## config.mk

```make
export PLATFORM = sky130hd
export DESIGN_NAME = hsgt_mul
export DESIGN_NICKNAME = d
export VERILOG_FILES = /design/src/hw/rtl/hsgt_pkg.sv /design/src/hw/rtl/hsgt_mul.sv
export SDC_FILE = /design/constraint.sdc
export NUM_CORES = 1
export LEC_CHECK = 0
export CAP_MARGIN = 25
export CORE_MARGIN = 3
export CORE_UTILIZATION = 45
export DETAILED_ROUTE_END_ITERATION = 12
export DONT_BUFFER_PORTS = 1
export MAX_ROUTING_LAYER = met4
export PLACE_DENSITY_LB_ADDON = 0.08
export SLEW_MARGIN = 10
export SYNTH_ARGS = -nofsm -noshare
export SYNTH_HDL_FRONTEND = slang
export SYNTH_SLANG_ARGS = --single-unit
```

## constraint.sdc

```tcl
create_clock -name i_clk -period 7.37 [get_ports i_clk]
set_input_delay 1.1055 -clock i_clk [delete_from_list [all_inputs] [get_ports i_clk]]
set_output_delay 1.1055 -clock i_clk [all_outputs]
set_load 0.05 [all_outputs]
```

## src/hw/rtl/hsgt_pkg.sv

```systemverilog
package hsgt_pkg;

    localparam int TableDepthDef = 64;
    localparam int StaleTicksDef = 10;

    localparam logic [12:0] OneQ12 = 13'd4096;

    typedef enum logic [1:0] {
        CMD_SURPRISE = 2'd0,
        CMD_LEARN    = 2'd1,
        CMD_TICK     = 2'd2,
        CMD_QUERY    = 2'd3
    } t_cmd;

    typedef enum logic [2:0] {
        REG_LR_GAIN    = 3'd0,
        REG_HAB_STEP   = 3'd1,
        REG_RECOVERY   = 3'd2,
        REG_STDP_GAIN  = 3'd3,
        REG_ELIG_GAIN  = 3'd4,
        REG_BCM_GAIN   = 3'd5,
        REG_THRESHOLD  = 3'd6,
        REG_DECAY      = 3'd7
    } t_reg;

    typedef enum logic [3:0] {
        S_IDLE,
        S_DROP_M,
        S_DROP_W,
        S_SCAN,
        S_LAST,
        S_EFF_M,
        S_EFF_W,
        S_LRN_M,
        S_LRN_W,
        S_BST,
        S_DEC,
        S_DONE
    } t_state;

    typedef struct packed {
        logic [31:0] key;
        logic [12:0] hab;
        logic [31:0] last;
    } t_entry;

    // Saturate a value to 16 bits, negative values clamping to zero.
    function automatic logic [15:0] f_sat16(input logic signed [37:0] v);
        logic [15:0] r;
        if (v < 0) begin
            r = 16'd0;
        end else if (v > 38'sd65535) begin
            r = 16'hFFFF;
        end else begin
            r = v[15:0];
        end
        return r;
    endfunction

    // 1 + e * (g - 1), from the product e * g.
    function automatic logic [15:0] f_boost(input logic signed [35:0] p,
                                            input logic [12:0] e);
        logic signed [37:0] s;
        s = 38'(p) + 38'(signed'({13'd0, (OneQ12 - e), 12'd0})) + 38'sd2048;
        return f_sat16(s >>> 12);
    endfunction

    // 1 + floor((dev * decay + 2048) / 4096), from the product dev * decay.
    function automatic logic [15:0] f_decay(input logic signed [35:0] p);
        logic signed [37:0] s;
        s = ((38'(p) + 38'sd2048) >>> 12) + 38'sd4096;
        return f_sat16(s);
    endfunction

    // Rounded Q4.12 product, saturated to 16 bits.
    function automatic logic [15:0] f_q12(input logic signed [35:0] p);
        logic signed [37:0] s;
        s = (38'(p) + 38'sd2048) >>> 12;
        return f_sat16(s);
    endfunction

endpackage

```

## src/hw/rtl/hsgt_mul.sv

```systemverilog
module hsgt_mul
    import hsgt_pkg::*;
(
    input  logic               i_clk,
    input  logic signed [17:0] i_a,
    input  logic signed [17:0] i_b,
    output logic signed [35:0] o_p
);

    logic signed [35:0] r_p;

    always_ff @(posedge i_clk) begin
        r_p <= i_a * i_b;
    end

    assign o_p = r_p;

endmodule

```

==> results.md <==
* DIE HEIGHT at 175 um
* Clock transition at path regs at 70 ps
* Rel. slew slack at 0.404
* Vias at approximately 8,600
* Max clock buf depth at 2
* Number of flip-flops in the largest register at 36
* Post-synthesis net count at around 1,800
* Port buffer count at 0
* Slowest cell on crit path: a2111oi_0
* Max-slew violations at 0
* Cell variety after synth at 48
* Sequential standard cell area at between 700 and 800 um^2
* Die width at between 150 and 200 um
* Async S/R FF share, synth at 0
* Initial Util at 0.461
* FMAX at between 0.1 and 0.15 GHz
* TritonCTS Buffers at 5
* Crit path top cell by count: fa_1
* Worst setup endpoint: o_p[35]
* Cell with the most instances after synthesis: inv_1
* Routability Congestion at 0.838
* Vias in the first global route at between 9,000 and 10,000
* Worst setup startpoint: i_b[0]
* EDFF count, synth at 0
* Initial antenna violation count at 1
* Setup TNS at 0 ps
* Crit start category: input port
* Synth top area cells: fa_1, inv_1, ha_1
* Grt ovf at 0
* Max FO, Critical Path at 18
* WP data required at 7550 ps
* WL final at 31.9 mm
* Root Driver: clkbuf_16
* Htree depth at 2
* Slowest cell delay on critical path at between 700 and 800 ps
* Post-synth top area share at 0.510
* Synthesized area at around 13,000 um^2
* Core box area at between 20,000 and 30,000 um^2
* Layout cells sized above 1 at 0.0222
* Kind of critical path: input port to flip-flop
* Setup violations, final at 0
* CTS tree: built
* Post-synth top flop: dfxtp_1
* Area Overhead vs Synth at 4.26%
* Final Hold Viols at 0
* Multi-input gate area at about 11,000 um^2
* Post_cts resized at 0
* Hold buffers post-CTS at 0
* Nets at about 1,800
* 1st-pass router iterations at 5
* Sink Count at 36
* Top cells by count, synth: inv_1, fa_1, and2_1, nand2_1, ha_1
* Drt wl/cell at around 18 um
* Post-Synthesis Cells at 1,378
* First-pass GRT wire length at roughly 53 mm
* Post-CTS setup buffers at 0
* Max-cap check violation count at 0
* GR Util All Layers at 0.228
* Post-route ant nets at 0
* Critical Path End Type: flip-flop
* Unrepaired setup endpoints after global routing: false
* Cell taking the most area after synthesis: fa_1
* CP cell instances: and2_1 -> fa_1 -> fa_1 -> ha_1 -> inv_1 -> fa_1 -> inv_1 -> fa_1 -> inv_1 -> fa_1 -> inv_1 -> ha_1 -> o21ai_0 -> buf_4 -> a2111oi_0 -> buf_4 -> o211ai_1 -> o211ai_1 -> o41ai_2 -> o2111ai_1 -> a21oi_1 -> xnor2_1
* Fillers at approximately 2,800
* Min-delay worst type: input port to flip-flop
* Initial DRC count at between 400 and 500
* Vias/cell at about 5.0
* Row count at 61
* Num ports at 73
* Die area at 30,800 um^2
* Status: finished clean
* Slew @ Worst Pin at ~870 ps
* Ant diodes at 0
* Largest net degree at the start of global routing at 20
* WP data arrival at ~7100 ps
* Crit path time final at between 6000 and 7000 ps
* Yosys reg bits at 36
* DR DRC count at 0
* HPWL Detailed at 26.6 mm
* Syn avg cell area at roughly 9.4 um^2
* Final worst-path cycle share at 0.943
* Seq/Total Area, Yosys at 0.0558
* Number of synthesis warnings at 0
[metal layers]
| layer | global-route usage | wire length [um] | vias up |
|---|---|---|---|
| met4 | 0.0522 | 711 | 0 |
| met3 | 0.0294 | 1270 | 33 |
| li1 | - | - | 3917 |
| met2 | 0.406 | 17300 | 134 |
| met5 | - | 0 | - |
| met1 | 0.278 | 12600 | 4508 |
[area by class of cell]
class / count / share of cell area
Clock buffer: 5 / 0.00929
Multi-Input combinational cell: 927 / 0.790
Clock inverter: 3 / 0.00316
Sequential cell: 36 / 0.0535
Timing Repair Buffer: 9 / 0.00502
Tap cell: 378 / 0.0351
Inverter: 371 / 0.103
[worst min path at each step]
stage / startpoint / endpoint / slack, ps / depth (start not counted)
after floorplan: i_a[0] / o_p[0] / 1230 / 1
after detailed placement: i_a[0] / o_p[0] / 1260 / 1
after CTS: i_a[0] / o_p[0] / 940 / 1
final: i_a[0] / o_p[0] / 940 / 1
after global placement: i_a[0] / o_p[0] / 1260 / 1
after global routing: i_a[0] / o_p[0] / 950 / 1
[per-stage QoR]
stage	instance area, um^2	hold slack, ps	utilization	worst slack, ps	instances
final	13500	945	0.481	422	1729
after global routing	13500	951	0.481	120	1729
after CTS	13500	939	0.480	318	1729
after detailed placement	13300	1260	0.474	44.7	1721
after global placement	13300	1260	0.474	29.9	1721
after floorplan	12900	1230	-	237	1378
[placed cells by master, fill, tap and decap left out, types with 6 or more instances in the layout]
cell / n
a21o_1: 8
a21oi_1: 20
and2_1: 163
buf_4: 9
dfxtp_1: 36
fa_1: 329
ha_1: 93
inv_1: 371
nand2_1: 157
nand2b_1: 9
nand3_1: 6
nor2_1: 18
nor2b_1: 17
o21ai_0: 15
xnor2_1: 32
[cells by family after synthesis]
logic type,count (synthesis),synth area share
mux,2,0.00165
xor+xnor,34,0.0231
compound gates,82,0.0448
buf+inv,415,0.121
flops,36,0.0558
simple gates,387,0.154
fa+ha+maj,422,0.600
[critical path: cells and delay by family]
family	cells	cell delay (ps)
adder cells (fa/ha/maj)	7	3320
AO/OA/AOI/OAI	7	1760
buffers and inverters	6	640
AND/OR/NAND/NOR	1	150
XOR/XNOR	1	130
Power is left out: the tool's default activity adds up to more than one toggle a clock period on the data nets, which glitch-free logic cannot reach.
