--- src/hw/rtl/hsgt_pkg.sv ---
package hsgt_pkg;

    localparam int TableDepthDef = 64;
    localparam int StaleTicksDef = 10;

    localparam logic [12:0] OneQ12 = 13'd4096;

    typedef enum logic [1:0] {
        CMD_SURPRISE = 2'd0,
        CMD_LEARN    = 2'd1,
        CMD_TICK     = 2'd2,
        CMD_QUERY    = 2'd3
    } t_cmd;

    typedef enum logic [2:0] {
        REG_LR_GAIN    = 3'd0,
        REG_HAB_STEP   = 3'd1,
        REG_RECOVERY   = 3'd2,
        REG_STDP_GAIN  = 3'd3,
        REG_ELIG_GAIN  = 3'd4,
        REG_BCM_GAIN   = 3'd5,
        REG_THRESHOLD  = 3'd6,
        REG_DECAY      = 3'd7
    } t_reg;

    typedef enum logic [3:0] {
        S_IDLE,
        S_DROP_M,
        S_DROP_W,
        S_SCAN,
        S_LAST,
        S_EFF_M,
        S_EFF_W,
        S_LRN_M,
        S_LRN_W,
        S_BST,
        S_DEC,
        S_DONE
    } t_state;

    typedef struct packed {
        logic [31:0] key;
        logic [12:0] hab;
        logic [31:0] last;
    } t_entry;

    // Saturate a value to 16 bits, negative values clamping to zero.
    function automatic logic [15:0] f_sat16(input logic signed [37:0] v);
        logic [15:0] r;
        if (v < 0) begin
            r = 16'd0;
        end else if (v > 38'sd65535) begin
            r = 16'hFFFF;
        end else begin
            r = v[15:0];
        end
        return r;
    endfunction

    // 1 + e * (g - 1), from the product e * g.
    function automatic logic [15:0] f_boost(input logic signed [35:0] p,
                                            input logic [12:0] e);
        logic signed [37:0] s;
        s = 38'(p) + 38'(signed'({13'd0, (OneQ12 - e), 12'd0})) + 38'sd2048;
        return f_sat16(s >>> 12);
    endfunction

    // 1 + floor((dev * decay + 2048) / 4096), from the product dev * decay.
    function automatic logic [15:0] f_decay(input logic signed [35:0] p);
        logic signed [37:0] s;
        s = ((38'(p) + 38'sd2048) >>> 12) + 38'sd4096;
        return f_sat16(s);
    endfunction

    // Rounded Q4.12 product, saturated to 16 bits.
    function automatic logic [15:0] f_q12(input logic signed [35:0] p);
        logic signed [37:0] s;
        s = (38'(p) + 38'sd2048) >>> 12;
        return f_sat16(s);
    endfunction

endpackage

--- src/hw/rtl/hsgt_table.sv ---
module hsgt_table
    import hsgt_pkg::*;
#(
    parameter int TABLE_DEPTH = TableDepthDef,
    localparam int AW = $clog2(TABLE_DEPTH)
) (
    input  logic          i_clk,
    input  logic          i_we,
    input  logic [AW-1:0] i_waddr,
    input  t_entry        i_wdata,
    input  logic [AW-1:0] i_raddr,
    output t_entry        o_rdata
);

    t_entry r_mem [TABLE_DEPTH];
    t_entry r_rdata;

    always_ff @(posedge i_clk) begin
        if (i_we) begin
            r_mem[i_waddr] <= i_wdata;
        end
        r_rdata <= r_mem[i_raddr];
    end

    assign o_rdata = r_rdata;

endmodule

--- config.mk ---
export PLATFORM = sky130hd
export DESIGN_NAME = hsgt_table
export DESIGN_NICKNAME = d
export VERILOG_FILES = /design/src/hw/rtl/hsgt_pkg.sv /design/src/hw/rtl/hsgt_table.sv
export SDC_FILE = /design/constraint.sdc
export NUM_CORES = 2
export LEC_CHECK = 0
export BUFFER_PORTS_ARGS = -buffer_cell sky130_fd_sc_hd__buf_2
export CORE_UTILIZATION = 45
export DETAILED_ROUTE_END_ITERATION = 10
export SLEW_MARGIN = 20
export SYNTH_ARGS = -nofsm -noshare
export SYNTH_HDL_FRONTEND = slang
export SYNTH_MEMORY_MAX_BITS = 65536
export SYNTH_SLANG_ARGS = --single-unit
--- constraint.sdc ---
create_clock -name i_clk -period 9.06 [get_ports i_clk]
set_input_delay 0.906 -clock i_clk [delete_from_list [all_inputs] [get_ports i_clk]]
set_output_delay 0.906 -clock i_clk [all_outputs]
set_load 0.01 [all_outputs]
==> results.toml <==
[detailed_routing]
drt-initial-drc-count = 12410
routed_wl_um = 525600
dr.pass1.iters = 6
drcViolationCount = 0
final_antenna_net_count = 0
vias_per_cell = 6.347
vias = 90750
wire_per_inst_um = 36.76

[power_and_ir_drop]
power_density_nw_per_um2 = 226.5
vdd_drop_max_mv = 0.1745
total_power_mw = 48.16
p_leak_nw = 65.67

[sta]
fin_setup_tns_ns = 0
layout_min_cycle_time_ns = 3.887
whs_ns = 0.3159
fin_ws_ns = 5.173
slew_headroom_pct = 5.166
slew_viol_final = 0
fin_crit_sh_pct = 42.90
final-hold-violation-count = 0
fmax_mhz = 257.3
final-setup-viol-count = 0
worst_pin_slew_ns = 1.423
skew_ns = 0.04724
rsz0062_at_grt = "false"

[final_layout]
seq_area_um2 = 149500
area_growth_pct = 13.12
postLayoutCoreUtil_pct = 51.30
fill_cells = 31970
final_cells = 14300
stdcell_area_um2 = 212700
multi_input_area_um2 = 36980
finalNetCount = 8476
drive_above_1_share_pct = 29.76

[setup_path]
start_kind = "input port"
crit_arrival_ns = 4.80
crit_fanout = 75
critical_path_class = "in -> reg"
cp.required_ns = 9.97
endpoint_kind = "flip-flop"

[status]
status = "complete, no violations"

[synth]
syn-num-nets = 8039
synth_top_area_cell = "edfxtp_1"
synth-edff-count = 4928
ys_seq_elements = 5005
yosysMostFrequentCell = "edfxtp_1"
avgSynthCellArea_um2 = 23.65
synthTopCellsByCount = "edfxtp_1 (4,928), mux4_2 (1,263), a22oi_1 (230), clkbuf_1 (198), nand2_1 (188)"
netlist_area_um2 = 188000
yosysWarnings = 0
seq_area_frac_synth_pct = 79.54
synthTopCellsByArea = "edfxtp_1 (79%), mux4_2 (15%), a22oi_1 (0.92%), dfxtp_1 (0.82%), mux2_2 (0.81%)"
synthDistinctLibCells = 32
syn-instance-count = 7948
yosysTopAreaCellShare_pct = 78.72
ys_async_sr_fraction_pct = 0
ys.flop_type = "edfxtp_1"

[clock_network]
cts_buffers = 481
clk_pin_slew_ns = 0.06
ctsResizeCount = 0
cts_sinks = 5005
cts_max_level = 5
cts-root-buf = "clkbuf_16"
cts_setup_buffers = 0
cts_hold_buf = 0
insertion_delay_ns = 1.03
cts_tree = "yes"
max-clock-path-buffers = 4

[place]
placed_area_um2 = 196500
place_ws_ns = 4.206
dp.cells = 13370
gp_congestion = 0.7608
hpwlAfterDp_um = 261200
portBuffers = 167

[global_route]
grt_max_degree = 121
grt_pass1_vias = 91210
grt_util_all_layers_pct = 24.82
gr-total-overflow = 0
antenna_found_initial = 57
grt_pass1_wl_um = 725100

[floorplan]
ios = 168
placementRows = 236
core-area_um2 = 414600
start_util_pct = 45.35
die_area_um2 = 420400
die_x_um = 648.4
die_y_um = 648.4

[hold_path]
hp-class = "in -> reg"

[job]
maxCapViolCount = 0
-- worst max-delay path: stages --
cell	delay (ns)
buf_8	0.25
buf_12	0.53
nor2b_4	0.72
buf_4	0.70
nand2_1	0.11
a31oi_1	0.77
a21oi_1	0.43
nor3_1	0.27
-- cell type report --
type                       instances  share of cell area, %
antenna                           15                0.01765
inverter                           1               0.005295
multi-input combinational       2499                  17.39
clock buffer                     615                  6.131
clock inverter                   291                  1.364
tap                             5474                  3.221
timing repair buffer             397                  1.566
sequential                      5005                  70.31
-- sequential cells by signal, summed over array words and instances (netlist names) --
| signal | count |
|---|---|
| r_mem | 4928 |
| o_rdata | 77 |
-- placed cells by master (no fill, tap or decap), types with 37 or more instances in the layout --
master,n
nand2_1,187
bufinv_16,48
mux2i_1,50
clkbuf_16,487
clkinv_1,81
o22ai_1,103
clkbuf_1,91
nor3_1,68
clkbuf_8,37
clkinv_2,118
a22oi_1,230
nor2_4,64
buf_4,197
buf_12,50
mux4_2,1263
buf_2,143
nand3_1,49
mux2_2,136
edfxtp_1,4928
dfxtp_1,77
a21oi_1,185
-- layer usage --
layer / wire, µm / GRT usage, %
met1: 204700 / 34.34
met2: 255700 / 40.52
met3: 51360 / 5.420
met4: 13600 / 5.829
met5: 187 / 0
-- worst paths after layout --
path / from / to / slack (ns) / cells past startpoint
worst max-delay path: i_raddr[2] / o_rdata[28]$_DFF_P_ / 5.17 / 8
worst min-delay path: i_wdata[14] / r_mem[5][14]$_DFFE_PP_ / 0.32 / 1
worst max register to register: r_mem[34][28]$_DFFE_PP_ / o_rdata[28]$_DFF_P_ / 6.67 / 5
worst min register to register: r_mem[13][9]$_DFFE_PP_ / o_rdata[9]$_DFF_P_ / 0.84 / 5
-- where the power goes --
part	total, mW	switching (mW)	internal (mW)
Clock	20.2	8.70	11.5
Combinational	2.17	1.36	0.812
Sequential	25.8	0.119	25.6
Total	48.2	10.2	38.0
-- cells by family (layout without fill, tap and decap cells) --
kind of cell / count (synthesis) / in the layout / share of synthesized area, %
other: 0 / 15 / 0
buffers and inverters: 444 / 1304 / 1.091
DFF: 5005 / 5005 / 79.54
and+or+nand+nor: 434 / 434 / 0.9943
muxes: 1449 / 1449 / 16.21
AOI/OAI and AO/OA: 616 / 616 / 2.168
Power figures use the tool's default switching activity.
